`src/sv/vgmcsp_pkg.sv`:
```
// Shared types and constants for the VGM command stream player.
// No dependencies; imported by every module of the block.
package vgmcsp_pkg;

	localparam int WAIT_W = 26;
	localparam int LOAD_W = 24;
	localparam int TPS_W  = 10;

	// result kinds
	localparam logic [1:0] KIND_WRITE  = 2'd0;
	localparam logic [1:0] KIND_TIMER  = 2'd1;
	localparam logic [1:0] KIND_END    = 2'd2;
	localparam logic [1:0] KIND_REJECT = 2'd3;

	// configuration register indexes
	localparam logic [1:0] CFG_TICKS_PER_SAMPLE = 2'd0;
	localparam logic [1:0] CFG_FRAME_WAIT_60HZ  = 2'd1;
	localparam logic [1:0] CFG_FRAME_WAIT_50HZ  = 2'd2;

	// command bytes
	localparam logic [7:0] CMD_WRITE_A  = 8'h5A;
	localparam logic [7:0] CMD_WRITE_E  = 8'h5E;
	localparam logic [7:0] CMD_WRITE_P1 = 8'h5F;
	localparam logic [7:0] CMD_WAIT     = 8'h61;
	localparam logic [7:0] CMD_WAIT_60  = 8'h62;
	localparam logic [7:0] CMD_WAIT_50  = 8'h63;
	localparam logic [7:0] CMD_END      = 8'h66;

	localparam logic [8:0] PORT1_BASE = 9'h100;

	localparam logic [TPS_W-1:0]  TPS_RESET    = 10'd570;
	localparam logic [LOAD_W-1:0] FRAME60_RESET = 24'h66666;
	localparam logic [LOAD_W-1:0] FRAME50_RESET = 24'h7AE15;

	typedef struct packed {
		logic [7:0]        cmd;
		logic [1:0]        args;
		logic [7:0]        first_arg;
		logic [WAIT_W-1:0] remaining;
		logic              waiting;
		logic              ended;
	} state_t;

	typedef struct packed {
		logic [1:0]        kind;
		logic [8:0]        chip_register;
		logic [7:0]        chip_data;
		logic [LOAD_W-1:0] timer_load;
	} result_t;

	// argument bytes skipped after a command that is not decoded
	function automatic logic [1:0] skip_count(input logic [7:0] b);
		logic [1:0] n;
		n = 2'd0;
		if (b == 8'h31 || b == 8'h4F || b == 8'h50)
			n = 2'd1;
		else if (b == 8'h40 || (b >= 8'h51 && b <= 8'h5D) || b == 8'hA0 ||
			(b >= 8'hB0 && b <= 8'hC8))
			n = 2'd2;
		else if (b >= 8'hD0 && b <= 8'hD6)
			n = 2'd3;
		return n;
	endfunction

endpackage

```
`src/sv/vgmcsp_decode.sv`:
```
// Next-state and result logic for one transaction of the VGM player.
// Depends on vgmcsp_pkg.
module vgmcsp_decode #(
	parameter int unsigned TIMER_MAX = 16777215
) (
	input  vgmcsp_pkg::state_t                  st,
	input  logic                                operation,
	input  logic [7:0]                          stream_byte,
	input  logic [vgmcsp_pkg::TPS_W-1:0]        ticks_per_sample,
	input  logic [vgmcsp_pkg::LOAD_W-1:0]       frame_wait_60hz,
	input  logic [vgmcsp_pkg::LOAD_W-1:0]       frame_wait_50hz,
	output vgmcsp_pkg::state_t                  nxt,
	output logic                                has_result,
	output vgmcsp_pkg::result_t                 res
);
	import vgmcsp_pkg::*;

	localparam logic [WAIT_W-1:0] TMAX_W = WAIT_W'(TIMER_MAX);

	logic [WAIT_W-1:0] product;
	logic [WAIT_W-1:0] total;
	logic              over;
	logic [LOAD_W-1:0] slice_load;
	logic [WAIT_W-1:0] slice_rem;
	logic              is_pair;

	// 16-bit sample count times ticks per sample fits in 26 bits
	assign product = WAIT_W'({stream_byte, st.first_arg}) * WAIT_W'(ticks_per_sample);
	assign total = operation ? st.remaining : product;
	assign over = total > TMAX_W;
	assign slice_load = over ? LOAD_W'(TIMER_MAX) : total[LOAD_W-1:0];
	assign slice_rem = over ? total - TMAX_W : '0;

	assign is_pair = st.cmd == CMD_WRITE_A || st.cmd == CMD_WRITE_E ||
		st.cmd == CMD_WRITE_P1 || st.cmd == CMD_WAIT;

	always_comb begin
		nxt = st;
		has_result = 1'b0;
		res = '0;
		if (operation) begin
			if (st.waiting) begin
				if (st.remaining != '0) begin
					has_result = 1'b1;
					res.kind = KIND_TIMER;
					res.timer_load = slice_load;
					nxt.remaining = slice_rem;
				end else begin
					nxt.waiting = 1'b0;
				end
			end
		end else if (st.waiting || st.ended) begin
			has_result = 1'b1;
			res.kind = KIND_REJECT;
		end else if (st.args != 2'd0) begin
			nxt.args = st.args - 2'd1;
			if (is_pair) begin
				if (st.args == 2'd2) begin
					nxt.first_arg = stream_byte;
				end else if (st.cmd == CMD_WAIT) begin
					has_result = 1'b1;
					res.kind = KIND_TIMER;
					res.timer_load = slice_load;
					nxt.remaining = slice_rem;
					nxt.waiting = 1'b1;
				end else begin
					has_result = 1'b1;
					res.kind = KIND_WRITE;
					res.chip_register = (st.cmd == CMD_WRITE_P1) ?
						(PORT1_BASE | {1'b0, st.first_arg}) : {1'b0, st.first_arg};
					res.chip_data = stream_byte;
				end
			end
		end else begin
			nxt.cmd = stream_byte;
			case (stream_byte)
				CMD_WRITE_A, CMD_WRITE_E, CMD_WRITE_P1, CMD_WAIT: begin
					nxt.args = 2'd2;
				end
				CMD_WAIT_60: begin
					nxt.remaining = '0;
					nxt.waiting = 1'b1;
					has_result = 1'b1;
					res.kind = KIND_TIMER;
					res.timer_load = frame_wait_60hz;
				end
				CMD_WAIT_50: begin
					nxt.remaining = '0;
					nxt.waiting = 1'b1;
					has_result = 1'b1;
					res.kind = KIND_TIMER;
					res.timer_load = frame_wait_50hz;
				end
				CMD_END: begin
					nxt.ended = 1'b1;
					has_result = 1'b1;
					res.kind = KIND_END;
				end
				default: begin
					nxt.args = skip_count(stream_byte);
				end
			endcase
		end
	end

endmodule

```
`src/sv/vgm_command_stream_player.sv`:
```
// VGM command stream player: top level with config, input and result registers.
// A transaction is registered in stage 1, then its result in the result register.
// Throughput: one per cycle if not stalled; in_ready follows out_ready through one level.
// Reset (arst_n low, async) empties both stages, clears the decoder state and
// restores the config registers to their defaults. Depends on vgmcsp_pkg, vgmcsp_decode.
module vgm_command_stream_player #(
	parameter int unsigned TIMER_MAX = 16777215
) (
	input  logic                               clk,
	input  logic                               arst_n,
	input  logic                               cfg_we,
	input  logic [1:0]                         cfg_index,
	input  logic [vgmcsp_pkg::LOAD_W-1:0]      cfg_data,
	input  logic                               in_valid,
	output logic                               in_ready,
	input  logic                               operation,
	input  logic [7:0]                         stream_byte,
	output logic                               out_valid,
	input  logic                               out_ready,
	output logic [1:0]                         result_kind,
	output logic [8:0]                         chip_register,
	output logic [7:0]                         chip_data,
	output logic [vgmcsp_pkg::LOAD_W-1:0]      timer_load
);
	import vgmcsp_pkg::*;

	logic [TPS_W-1:0]  tps_q;
	logic [LOAD_W-1:0] f60_q;
	logic [LOAD_W-1:0] f50_q;

	logic       valid_s1;
	logic       operation_s1;
	logic [7:0] byte_s1;

	state_t  state_q;
	state_t  state_nxt;
	logic    has_result;
	result_t res;
	result_t out_q;
	logic    out_valid_q;
	logic    fire_s1;

	// stage 1 retires whenever the result register is free or draining
	assign fire_s1 = valid_s1 && (!out_valid_q || out_ready);
	assign in_ready = !valid_s1 || fire_s1;

	always_ff @(posedge clk or negedge arst_n) begin
		if (!arst_n) begin
			tps_q <= TPS_RESET;
			f60_q <= FRAME60_RESET;
			f50_q <= FRAME50_RESET;
		end else if (cfg_we) begin
			case (cfg_index)
				CFG_TICKS_PER_SAMPLE: tps_q <= cfg_data[TPS_W-1:0];
				CFG_FRAME_WAIT_60HZ:  f60_q <= cfg_data;
				CFG_FRAME_WAIT_50HZ:  f50_q <= cfg_data;
				default: ;
			endcase
		end
	end

	always_ff @(posedge clk or negedge arst_n) begin
		if (!arst_n) begin
			valid_s1 <= 1'b0;
		end else if (in_ready) begin
			valid_s1 <= in_valid;
		end
	end

	always_ff @(posedge clk) begin
		if (in_ready && in_valid) begin
			operation_s1 <= operation;
			byte_s1 <= stream_byte;
		end
	end

	vgmcsp_decode #(
		.TIMER_MAX(TIMER_MAX)
	) u_decode (
		.st               (state_q),
		.operation        (operation_s1),
		.stream_byte      (byte_s1),
		.ticks_per_sample (tps_q),
		.frame_wait_60hz  (f60_q),
		.frame_wait_50hz  (f50_q),
		.nxt              (state_nxt),
		.has_result       (has_result),
		.res              (res)
	);

	always_ff @(posedge clk or negedge arst_n) begin
		if (!arst_n) begin
			state_q <= '0;
			out_valid_q <= 1'b0;
		end else begin
			if (fire_s1)
				state_q <= state_nxt;
			if (fire_s1)
				out_valid_q <= has_result;
			else if (out_ready)
				out_valid_q <= 1'b0;
		end
	end

	always_ff @(posedge clk) begin
		if (fire_s1 && has_result)
			out_q <= res;
	end

	assign out_valid = out_valid_q;
	assign result_kind = out_q.kind;
	assign chip_register = out_q.chip_register;
	assign chip_data = out_q.chip_data;
	assign timer_load = out_q.timer_load;

endmodule

```
`config.mk`:
```
export PLATFORM = sky130hd
export DESIGN_NAME = vgm_command_stream_player
export DESIGN_NICKNAME = d
export VERILOG_FILES = /design/src/sv/vgmcsp_pkg.sv /design/src/sv/vgmcsp_decode.sv /design/src/sv/vgm_command_stream_player.sv
export SDC_FILE = /design/constraint.sdc
export NUM_CORES = 1
export LEC_CHECK = 0
export ABC_AREA = 0
export BUFFER_PORTS_ARGS = -buffer_cell sky130_fd_sc_hd__buf_2
export CAP_MARGIN = 10
export CORE_ASPECT_RATIO = 1.25
export CORE_MARGIN = 2
export CORE_UTILIZATION = 45
export CTS_BUF_LIST = sky130_fd_sc_hd__clkbuf_4 sky130_fd_sc_hd__clkbuf_8
export CTS_CLUSTER_SIZE = 14
export DETAILED_ROUTE_END_ITERATION = 10
export GPL_ROUTABILITY_DRIVEN = 0
export PLACE_DENSITY = 0.66
export SYNTH_ARGS = -nofsm -noshare
export SYNTH_HDL_FRONTEND = slang
export SYNTH_SLANG_ARGS = --single-unit
```
`constraint.sdc`:
```
create_clock -name clk -period 8.4 [get_ports clk]
set_input_delay 0.84 -clock clk [delete_from_list [all_inputs] [get_ports clk]]
set_output_delay 0.84 -clock clk [all_outputs]
set_load 0.01 [all_outputs]
```
Word level (Yosys, flattened, before mapping)
Cells that the tools add are included.
- register bits: 158
- bits in latches: 0
- memory bits (writable): 0
- bits in read-only memories: 0
- input bits: 40
- output and inout port bits: 45
- memories: 0
- $add $sub $neg: 2
- multiply operators: 1
- divide/modulo/power cells: 0
- $lt $le $gt $ge: 7
- eq/ne operators: 26
- shifts and indexed selects: 0
- multiplexer cells: 47
- bitwise logic cells: 4
- reductions and logical operators: 37
- operator list (cell ; count):
    two-way mux 27 bit ; 7
    two-way mux 24 bit ; 7
    == test 8 x 7 -> 1 bit, second input constant ; 14
    two-way mux 43 bit ; 2
    two-way mux 26 bit ; 3
    case mux 24 bit (2 select lines) ; 1
    two-way mux 28 bit ; 1
    > comparator 26 x 24 -> 1 bit, second input constant ; 1
    multiplier 16 x 10 -> 26 bit ; 1
    nonzero test 26 bit ; 1
    subtractor 26 x 24 -> 26 bit, second input constant ; 1
    two-way mux 17 bit ; 1
    greater-or-equal comparator 8 bit, second input constant ; 2
    less-or-equal comparator 8 bit, second input constant ; 2
    two-way mux 2 bit ; 8
    two-way mux 1 bit ; 14
    AND reduction 6 bit ; 2
    logical OR 1 bit ; 11
    two-way mux 9 bit ; 1
    == test 8 x 6 -> 1 bit, second input constant ; 1
    == test 8 bit, second input constant ; 1
    greater-or-equal comparator 8 x 7 -> 1 bit, second input constant ; 1
    less-or-equal comparator 8 x 7 -> 1 bit, second input constant ; 1
    case mux 2 bit (2 select lines) ; 2
    other kinds (21) ; 38

Depth between registers and ports, before layout
Gate-level depths: netlist (run 1).
- word-level depth: 10
- gate-level depth with buffers: 25
- gate-level depth less buffers: 21

Modules after synthesis
From an unflattened synthesis (run 1), not the netlist that was laid out.
- cells, all modules: 1473
- area, all modules: 14547.7 um^2
- modules (own cells, without submodules) (module ; instances ; cells an instance ; area each (um^2) ; seq. area each (um^2)):
    vgmcsp_decode ; 1 ; 1190 ; 8772.2 ; 0.0
    vgm_command_stream_player ; 1 ; 283 ; 5775.5 ; 4246.6

Worst setup path before layout (run 1)
OpenSTA, ideal clock, no wires.
- kind: register to register
- start point: register tps_q[1]
- end point: register out_q, in the netlist timer_load[4] (data pin)
- library setup time: 267 ps
- data arrival time: 6039 ps
- required time: 8133 ps
- setup slack: 2095 ps
- cell stages (with the launch flop): 24
- path through: dfstp_2 -> clkbuf_1 -> clkbuf_1 -> nand2_1 -> fa_1 -> inv_1 -> fa_1 -> fa_1 -> fa_1 -> inv_1 -> fa_1 -> inv_1 -> ha_1 -> buf_2 -> a21oi_1 -> o221ai_2 -> a31o_2 -> o31ai_2 -> nor3_1 -> a211oi_2 -> a31oi_2 -> clkbuf_1 -> o21ai_0 -> o21ai_0
- RTL lines (what ; line ; RTL):
    from (decl) ; vgm_command_stream_player.sv:27 ; logic [TPS_W-1:0] tps_q;
    from (signal assigned) ; vgm_command_stream_player.sv:54 ; CFG_TICKS_PER_SAMPLE: tps_q <= cfg_data[TPS_W-1:0];
    to (signal assigned) ; vgm_command_stream_player.sv:107 ; out_q <= res;
    to (decl) ; vgm_command_stream_player.sv:39 ; result_t out_q;

Worst setup path in the final report (run 1)
- start point: register byte_s1[1]
- end point: register state_q[25] in the netlist's numbering
- word-level cells in the longest chain between the ends: 10
- ends and longest elaborated chain (what ; line ; RTL):
    from (decl) ; vgm_command_stream_player.sv:33 ; logic [7:0] byte_s1;
    from (signal assigned) ; vgm_command_stream_player.sv:73 ; byte_s1 <= stream_byte;
    multiplier 16 x 10 -> 26 bit ; vgmcsp_decode.sv:28 ; assign product = WAIT_W'({stream_byte, st.first_arg}) * WAIT_W'(ticks_per_sample);
    two-way mux 26 bit ; vgmcsp_decode.sv:29 ; assign total = operation ? st.remaining : product;
    subtractor 26 x 24 -> 26 bit or > comparator 26 x 24 -> 1 bit (tied branches) ; vgmcsp_decode.sv:32, vgmcsp_decode.sv:30 ;
    two-way mux 26 bit ; vgmcsp_decode.sv:32 ; assign slice_rem = over ? total - TMAX_W : '0;
    two-way mux 27 bit ; vgmcsp_decode.sv:60 ; end else if (st.cmd == CMD_WAIT) begin
    two-way mux 27 bit ; vgmcsp_decode.sv:58 ; if (st.args == 2'd2) begin
    two-way mux 27 bit ; vgmcsp_decode.sv:57 ; if (is_pair) begin
    two-way mux 27 bit ; vgmcsp_decode.sv:55 ; end else if (st.args != 2'd0) begin
    two-way mux 28 bit ; vgmcsp_decode.sv:52 ; end else if (st.waiting || st.ended) begin
    two-way mux 27 bit ; vgmcsp_decode.sv:41 ; if (operation) begin
    to (signal assigned) ; vgm_command_stream_player.sv:97 ; state_q <= state_nxt;
    to (decl) ; vgm_command_stream_player.sv:35 ; state_t state_q;
Parallel ways exist; a longest one is shown, timed or not. The select of a mux whose other input is x is not followed.
A chain may end at the register's enable or synchronous reset.

==> results of run 1 <==
==> through the flow <==
step           setup slack, ns  utilization [%]  total power (W)  instance area (sq um)  cells
6_report                  1.28             49.6          0.00483                  14100   1711
5_1_grt                  0.607             49.6          0.00530                  14100   1711
4_1_cts                   1.27             49.6          0.00486                  14100   1711
3_5_place_dp              1.30             48.1          0.00420                  13700   1679
3_3_place_gp              1.43             48.1          0.00416                  13700   1679
2_1_floorplan             2.09                -          0.00351                  13000   1300
==> sequential cells by signal (all words and copies together) (netlist names) <==
signal and flops:
chip_register 9, timer_load 24, valid_s1 1, chip_data 8, state_q 46, f50_q 24
f60_q 24, result_kind 2, tps_q 10, operation_s1 1, out_valid 1, byte_s1 8
==> placed cells by master, fill, tap and decap left out, types with 24 or more instances in the layout <==
master / instances
sky130_fd_sc_hd__a21oi_1: 24
sky130_fd_sc_hd__and2_1: 102
sky130_fd_sc_hd__buf_2: 83
sky130_fd_sc_hd__dfrtp_1: 80
sky130_fd_sc_hd__dfstp_2: 26
sky130_fd_sc_hd__edfxtp_1: 52
sky130_fd_sc_hd__fa_1: 110
sky130_fd_sc_hd__ha_1: 62
sky130_fd_sc_hd__inv_1: 135
sky130_fd_sc_hd__mux2_2: 74
sky130_fd_sc_hd__mux2i_1: 29
sky130_fd_sc_hd__nand2_1: 161
sky130_fd_sc_hd__nand3_1: 29
sky130_fd_sc_hd__nor2_1: 27
sky130_fd_sc_hd__o21ai_0: 90
==> cells by family after synthesis <==
| family | share of synthesized area [%] |
|---|---|
| AND/OR/NAND/NOR | 16.9 |
| AO/OA/AOI/OAI | 11.1 |
| buffers and inverters | 6.19 |
| adder cells (fa/ha/maj) | 22.8 |
| flip-flops | 32.6 |
| multiplexers | 8.62 |
| XOR/XNOR | 1.75 |
==> routing by layer <==
layer / vias up / GRT usage (%) / part of all wire (%)
met5: - / 0 / 0
met4: 0 / 6.49 / 1.8
met3: 31 / 3.15 / 4.4
met2: 221 / 35.1 / 49
met1: 4775 / 27.5 / 44
li1: 4492 / - / -
==> layout make-up <==
class,instances,area [sq um]
fill,2676,14400
clock buffer,18,241
sequential,158,4250
multi-input combinational,933,7990
inverter,136,510
tap,355,444
clock inverter,14,178
timing repair buffer,97,520
==> worst max path at each step <==
stage	cells past startpoint	endpoint	slack (ns)
global route	20	state_q[21]$_DFFE_PN0P_	0.61
finish	20	state_q[25]$_DFFE_PN0P_	1.28
CTS	20	state_q[25]$_DFFE_PN0P_	1.27
detailed placement	20	state_q[25]$_DFFE_PN0P_	1.30
global placement	20	state_q[21]$_DFFE_PN0P_	1.43
floorplan	23	timer_load[4]$_DFFE_PP_	2.09
==> power groups by stage <==
stage | Sequential [W] | Combinational, W | Clock, W
5_1_grt | 0.00120 | 0.00344 | 0.000663
6_report | 0.00117 | 0.00303 | 0.000620
2_1_floorplan | 0.00114 | 0.00238 | 0
3_3_place_gp | 0.00118 | 0.00298 | 0
3_5_place_dp | 0.00119 | 0.00302 | 0
4_1_cts | 0.00117 | 0.00305 | 0.000637
==> results by stage, run 1 <==
Worst setup path:
- Of all nets on the critical path, the largest fanout is 25.
- The setup check on the worst reg-to-reg path leaves a slack of 1.28 ns.
- The worst setup path is launched from a register.
- At the worst endpoint, the required time is 8.79 ns.
- Together, buffers and inverters on the worst path number 4.
- The startpoint-to-endpoint class of the critical path is reg2reg.
- The delay of the slowest critical-path stage is 0.86 ns.
- The count of cells along the worst register-to-register path is 20.
- The critical path starts at byte_s1[1]$_DFFE_PP_.
- The critical path goes through nand2_1 -> fa_1 -> inv_1 -> fa_1 -> fa_1 -> fa_1 -> inv_1 -> fa_1 -> inv_1 -> ha_1 -> nand2_1 -> nor4_1 -> a21boi_1 -> o31ai_2 -> nor3_1 -> a211oi_2 -> a31oi_2 -> nand3_1 -> buf_4 -> o31ai_1.
- Broken down by cell family, the worst path's largest delay share belongs to adder cells.
- On the critical path, the stage with the largest delay is an instance of sky130_fd_sc_hd__a31oi_2.
- Data on the critical path arrives at its endpoint at 7.50 ns.
- The worst setup path is captured at a register.
- The endpoint identified for the worst register-to-register timing path is state_q[25]$_DFFE_PN0P_.
- The source of the worst register-to-register timing path is byte_s1[1]$_DFFE_PP_.
- Among the stages of the critical path, the cell type that occurs most often is sky130_fd_sc_hd__fa_1.

STA:
- The share of the clock period used by the worst path after layout is 84.7%.
- At the pin with the least slew margin, the transition time is 1.09 ns.
- Setup repair after global routing left no endpoint under its margin.
- Headroom to the max-slew limit came out at 27.1%.
- Static timing analysis puts the maximum clock frequency at 141 MHz.
- Setup total negative slack on the finished layout was measured at 0 ns.
- The number of endpoints with negative hold slack in the final report is 0.
- The worst hold margin is 0.342 ns.
- The count of pins over their slew limit is 0.
- The worst setup skew after layout is 0.0202 ns.
- Setup violations remaining at the end of the flow were counted as 0.
- The final critical path time including I/O delays and setup is 7.12 ns.

Synthesis:
- The top cell type by area accounts for 16.9% of the synthesized area.
- The flip-flop and latch count after synthesis is 158.
- Yosys attributes the largest share of cell area to sky130_fd_sc_hd__fa_1, sky130_fd_sc_hd__dfrtp_1, sky130_fd_sc_hd__edfxtp_1.
- When the netlist entered floorplanning its net count stood at 1512.
- The most common cell in the synthesized netlist is sky130_fd_sc_hd__nand2_1.
- In the synthesized netlist, the cells that appear most often are sky130_fd_sc_hd__nand2_1, sky130_fd_sc_hd__inv_1, sky130_fd_sc_hd__fa_1, sky130_fd_sc_hd__and2_1, sky130_fd_sc_hd__o21ai_0.
- The share of synthesized flip-flops with an asynchronous set or reset is 67.1%.
- The cell count after synthesis is 1300.
- After synthesis, the mean cell area works out to 10.0 sq um.
- The largest total area in the synthesized netlist belongs to sky130_fd_sc_hd__fa_1.
- The number of synthesized flops with an enable pin is 52.
- The count of different cell masters after synthesis is 85.
- The synthesized cell area is 0.0130 sq mm.
- The most used flip-flop cell after synthesis is sky130_fd_sc_hd__dfrtp_1.
- The Yosys step of the flow raised 0 warnings.
- The share of synthesized area occupied by flip-flops and latches is 32.6%.

Power:
- Combinational cells account for 62.9% of the total power.
- The net switching fraction of the power is 47.7%.
- For this design the static power due to leakage is 6.52 nW.
- In this run the power spent charging and discharging nets is 0.00230 W.
- The peak supply drop is 0.286 mV.
- The internal power component is 0.00252 W.
- The clock network is responsible for 12.9% of the overall power.
- The power density of the placed cells is 342 mW/mm^2.
- The fraction of power consumed by sequential logic is 24.3%.

Drt:
- The first TritonRoute pass finished after 5 iterations.
- Once detail routing completed, the nets flagged for antenna violations numbered 0.
- Dividing the detail-routed wire length by the instance count gives 17.4 microns.
- The sum of routed wire length over all layers is 29900 microns.
- Dividing the detail-routed via count by the number of cells gives 5.56.
- Summing over every cut layer, the via total after detailed routing is 9519.
- In the routed design, unresolved DRC markers number 0.
- The initial DRC count is 639.

Clocking:
- In this run, post-CTS hold repair placed 0 buffers.
- After clock tree synthesis, the clock-pin slew on the worst setup and hold paths is 0.09 ns.
- The post-CTS setup repair buffer count is 0.
- The H-tree was split into 4 levels.
- The TritonCTS clock tree is yes.
- The post-CTS resize count is 0.
- The tree is rooted in a sky130_fd_sc_hd__clkbuf_8.
- Clock latency on the worst-skew pair, taken at its later pin, is 0.49 ns.
- Clock tree synthesis inserted a total of 17 buffers.
- The clock drives 158 sinks.
- The clock passes through at most 2 buffers.

Floorplanning:
- Once the floorplan was initialized, standard cells occupied 45.7% of the core.
- The region available for standard cell placement spans 0.0285 sq mm.
- The die width is 156 microns.
- The die is 194 microns tall.
- Pin placement for this block handled 85 I/O pins.
- Row generation in the floorplan step produced 69 rows.
- The area of the die is 0.0303 sq mm.

Global routing:
- The total overflow left after global routing is 0.
- The first global-routing pass estimated 50000 microns of wire.
- The initial antenna violation count came to 0.
- The number of global-route vias before repair is 9861.
- The overall routing resource usage is 20.8%.
- The pin count of the biggest net entering global routing is 62.

Finish:
- The ratio of cells with drive above 1 in the final layout is 19.7%.
- 0 antenna diodes ended up in the layout.
- The area growth from synthesis to layout is 8.43%.
- The number of nets in the layout is 1555.

Job:
- The tool flagged a number of max-cap violations equal to 0.

Place:
- The total half-perimeter wirelength after legalization and detailed placement is 22800 microns.
- The count of buffers from port buffering is 84.

Run status:
- The run finished with clean final reports.

Min path:
- The min-delay analysis places its worst path in the category in2async.
Note: power is estimated with default switching activity, not from simulation.
==> run 2: changes to the inputs <==
- ABC_AREA: 0 -> 1
- clock period: 8.4 -> 7.2 ns (I/O delays scaled with it)
==> run 2 against run 1 <==
Net effect:
- non-clock buffer count is 1 lower
- highest routed layer unchanged
- total power is 1.7% lower
- sequential share of layout area down 0.72 points
- cell area rose by 2.5%
- largest power group unchanged
- critical path depth grew 8
- sequential cell count unchanged
- maximum frequency grew 14%
==> results by stage, run 2 <==
Run status:
- The run finished with clean final reports.

Synthesis:
- After Yosys synthesis, XOR and XNOR cells account for 1.05% of the synthesized area.
- The synthesized netlist devotes 9.69% of its cell area to compound gates.
- The cell area that synthesis handed to floorplanning was 0.0134 sq mm.
- The flip-flop and latch count after synthesis is 158.
- The share of Yosys cell area claimed by the top area cell type is 16.4%.
- The fraction of the mapped netlist area in adder cells is 22.2%.
- The largest area contributor in the synthesized netlist is sky130_fd_sc_hd__fa_1.
- In the synthesized netlist the dominant register cell turns out to be sky130_fd_sc_hd__dfrtp_1.
- Yosys mapped a number of flops with a built-in enable equal to 52.
- The cell count after synthesis is 1737.
- Sorting the synthesized cells by area gives the leading types as sky130_fd_sc_hd__fa_1, sky130_fd_sc_hd__dfrtp_1, sky130_fd_sc_hd__nand2_1.
- The main combinational cell family by area after synthesis is simple AND/OR/NAND/NOR gates.
- By count the netlist is led by sky130_fd_sc_hd__nand2_1, sky130_fd_sc_hd__inv_1, sky130_fd_sc_hd__fa_1, sky130_fd_sc_hd__nor2_1, sky130_fd_sc_hd__o21ai_0.
- The average size of a mapped cell is 7.72 sq um.
- Counting every net in the synthesized netlist gives 1949.
- The count of different cell masters after synthesis is 51.
- For this run, the number of Yosys warnings is 0.
- Sequential cells were found to cover 31.7% of the synthesized design area.
- Of the total synthesized cell area, the portion taken by AND, OR, NAND and NOR gates is 22.4%.
- The leading cell type by number of instances after synthesis is sky130_fd_sc_hd__nand2_1.
- The mux cell area share after synthesis is 0%.
- The share of synthesized flip-flops with an asynchronous set or reset is 67.1%.

STA:
- The final critical path time including I/O delays and setup is 6.24 ns.
- The count of pins over their slew limit was 0.
- Derived from the worst setup path, the maximum achievable clock frequency is 160 MHz.
- The transition at the pin with the smallest max-transition slack is 1.11 ns.
- The worst setup skew after layout is 0.0219 ns.
- The number of endpoints with negative hold slack in the final report was 0.
- The setup TNS is 0 ns.
- The final critical path takes up 86.7% of the cycle.
- Across all setup checks in the final design, the least slack found is 0.959 ns.
- Setup violations remaining at the end of the flow were counted as 0.
- Setup repair after global routing left no endpoint under its margin.
- The worst slew margin relative to its limit is 25.9%.

Finish:
- The filler cells instantiated in the layout total 2932.
- The ratio of cells with drive above 1 in the final layout is 10.6%.
- The count of cells in the finished layout, fillers not included, comes to 2185.
- The number of antenna cells inserted is 0.
- The library cell used most frequently in the layout, excluding fill and tap cells, is sky130_fd_sc_hd__nand2_1.
- The library cells used most frequently in the layout, excluding fill and tap cells, are sky130_fd_sc_hd__nand2_1, sky130_fd_sc_hd__inv_1, sky130_fd_sc_hd__fa_1.
- The fraction of the core area covered by cells at the end of the flow is 49.5%.
- The number of nets in the layout is 1988.
- The area growth from synthesis to final layout is 8.01%.
- The most flop-heavy register is state_q.
- The number of flip-flops under the largest register name is 46.

Floorplanning:
- The initial utilization of the core area, before any placement, comes to 45.8%.
- Pin placement for this block handled 85 I/O pins.
- The floorplan has 70 rows.
- From left edge to right edge, the die measures 158 microns.
- After floorplanning, the core was sized to cover 0.0293 sq mm.
- The area of the die is 0.0312 sq mm.
- The die is 197 microns tall.

Power:
- Net switching is 49.1% of the power.
- In this run, the combinational gates consume 57.5% of the power.
- In this run, flip-flops and latches consume 28.9% of the power.
- Summed over all nets, the switching power comes to 0.00233 W.
- The internal portion of the total power is 0.00242 W.
- VDD sags by at most 0.225 mV.
- The fraction of power consumed by the clock network is 13.6%.
- The power density of the placed cells is 328 mW/mm^2.
- In this run the static leakage power is 7.87 nW.

Worst setup path:
- The worst path required time is 7.58 ns.
- The startpoint-to-endpoint class of the critical path is reg2reg.
- On the worst path, the slowest cell contributes a delay of 0.75 ns.
- The worst-path maximum fanout is 17.
- The register-to-register setup slack is 0.96 ns.
- Data on the critical path arrives at its endpoint at 6.62 ns.
- For this design, the slowest cell found on the critical path is sky130_fd_sc_hd__dfrtp_1.
- The timing startpoint of the critical path is tps_q[2]$_DFFE_PN0P_.
- The worst setup path is launched from a register.
- The startpoint identified for the worst register-to-register timing path is tps_q[2]$_DFFE_PN0P_.
- The endpoint kind of the worst setup timing path is a register.

Drt:
- In the final routed layout, each cell accounts on average for 15.8 microns.
- The number of vias after detailed routing is 11292.
- The number of nets with antenna violations after routing is 0.
- The first detailed-routing pass took 5 iterations.
- For this block, the routed nets add up to 34600 microns of wire.
- Using the TritonRoute via totals, the vias-per-cell ratio works out to 5.17.
- The number of design rule violations left after detail routing is 0.
- For this block, the initial DRC count from the detailed router was 778.

Min path:
- The path class of the tightest hold or removal check is in2async.

Global routing:
- The pin count of the biggest net entering global routing is 76.
- The number of global-route vias before repair is 11291.
- The first global-routing pass estimated 57700 microns of wire.
- The overall routing resource usage is 23.7%.
- The initial antenna violation count is 0.
- Summed over all layers, the global routing overflow is 0.

Clocking:
- The number of hold buffers added after CTS is 0.
- The number of buffers added by the clock tree synthesis step is 17.
- The insertion delay to the later sink of the worst-skew pair is 0.49 ns.
- The CTS H-tree depth is 4.
- Post-CTS timing repair inserted 0 buffers for setup.
- Once the clock tree was built, the resizer swapped 0 gates to a different size.
- The clock passes through at most 2 buffers.
- The cell chosen for the clock root is sky130_fd_sc_hd__clkbuf_8.
- The clock sink total is 158.
- TritonCTS built the clock tree.
- The clock slew at the register clock pins of the worst setup and hold paths is 0.09 ns.

Place:
- At the placement stage, the worst setup path has a slack of 1.01 ns.
- The count of buffers from port buffering is 84.
- Detailed placement finished with a half-perimeter wire length of 26700 microns.
- Counting tap cells, the placed design contains a total of 2153 instances.

Job:
- Across the run, the number of max-cap violations was 0.
==> run 2: cell count changes after synthesis, moves of 29 or more <==
cell                      change
sky130_fd_sc_hd__nand2_1    +357
sky130_fd_sc_hd__inv_1      +233
sky130_fd_sc_hd__and2_1     -101
sky130_fd_sc_hd__mux2_2      -74
sky130_fd_sc_hd__nor2_1      +63
sky130_fd_sc_hd__nand3_1     +46
sky130_fd_sc_hd__mux2i_1     -29
==> run 2: critical path: cells and delay by family, from the launching register on <==
| kind | cells | cell delay (ns) |
|---|---|---|
| flip-flops | 1 | 0.75 |
| AO/OA/AOI/OAI | 1 | 0.19 |
| buffers and inverters | 7 | 0.42 |
| adder cells (fa/ha/maj) | 6 | 2.93 |
| AND/OR/NAND/NOR | 14 | 1.83 |
==> run 2: worst paths after layout <==
path / to / cells past startpoint
max in group asynchronous: state_q[12]$_DFFE_PN0P_ / 2
hold / removal: state_q[43]$_DFFE_PN0P_ / 1
setup / recovery: state_q[27]$_DFFE_PN0P_ / 28
min in group clk: byte_s1[0]$_DFFE_PP_ / 1
setup reg to reg: state_q[27]$_DFFE_PN0P_ / 28
hold reg to reg: f60_q[21]$_DFFE_PN0P_ / 2
==> run 2: kinds of logic (layout without fill, tap and decap cells) <==
kind of cell	count (synthesis)	in the layout
adders and majority gates	172	172
AOI/OAI and AO/OA	202	202
xor gates and xnor gates	16	16
buffers and inverters	453	505
DFF	158	158
and+or+nand+nor	736	736
==> run 2: final cells by class <==
type | instances | area, sq um | area share [%]
tap | 396 | 495 | 3.42
clock buffer | 22 | 278 | 1.92
clock inverter | 10 | 88.8 | 0.614
sequential | 158 | 4250 | 29.3
multi-input combinational | 1126 | 7440 | 51.4
inverter | 377 | 1420 | 9.81
timing repair buffer | 96 | 513 | 3.54
==> run 2: power groups by stage <==
stage,Sequential (W),Clock [W],Combinational (W)
floorplan,0.00132,0,0.00196
global placement,0.00138,0,0.00268
detailed placement,0.00138,0,0.00272
CTS,0.00137,0.000658,0.00273
global route,0.00140,0.000694,0.00308
finish,0.00137,0.000645,0.00273
==> run 2: metal layers <==
metal	up-vias	track usage (%)	wire length (microns)
li1	5429	-	-
met1	5405	30.1	14200
met2	384	41.0	17600
met3	74	3.43	1760
met4	0	8.71	1050
met5	-	0	0
==> run 2: metrics by stage <==
stage               hold WS, ns  total power [W]  area [sq um]
finish                    0.164          0.00475         14500
global route              0.175          0.00517         14500
CTS                       0.145          0.00476         14500
detailed placement        0.466          0.00410         14100
global placement          0.463          0.00407         14100
floorplan                 0.424          0.00328         13400
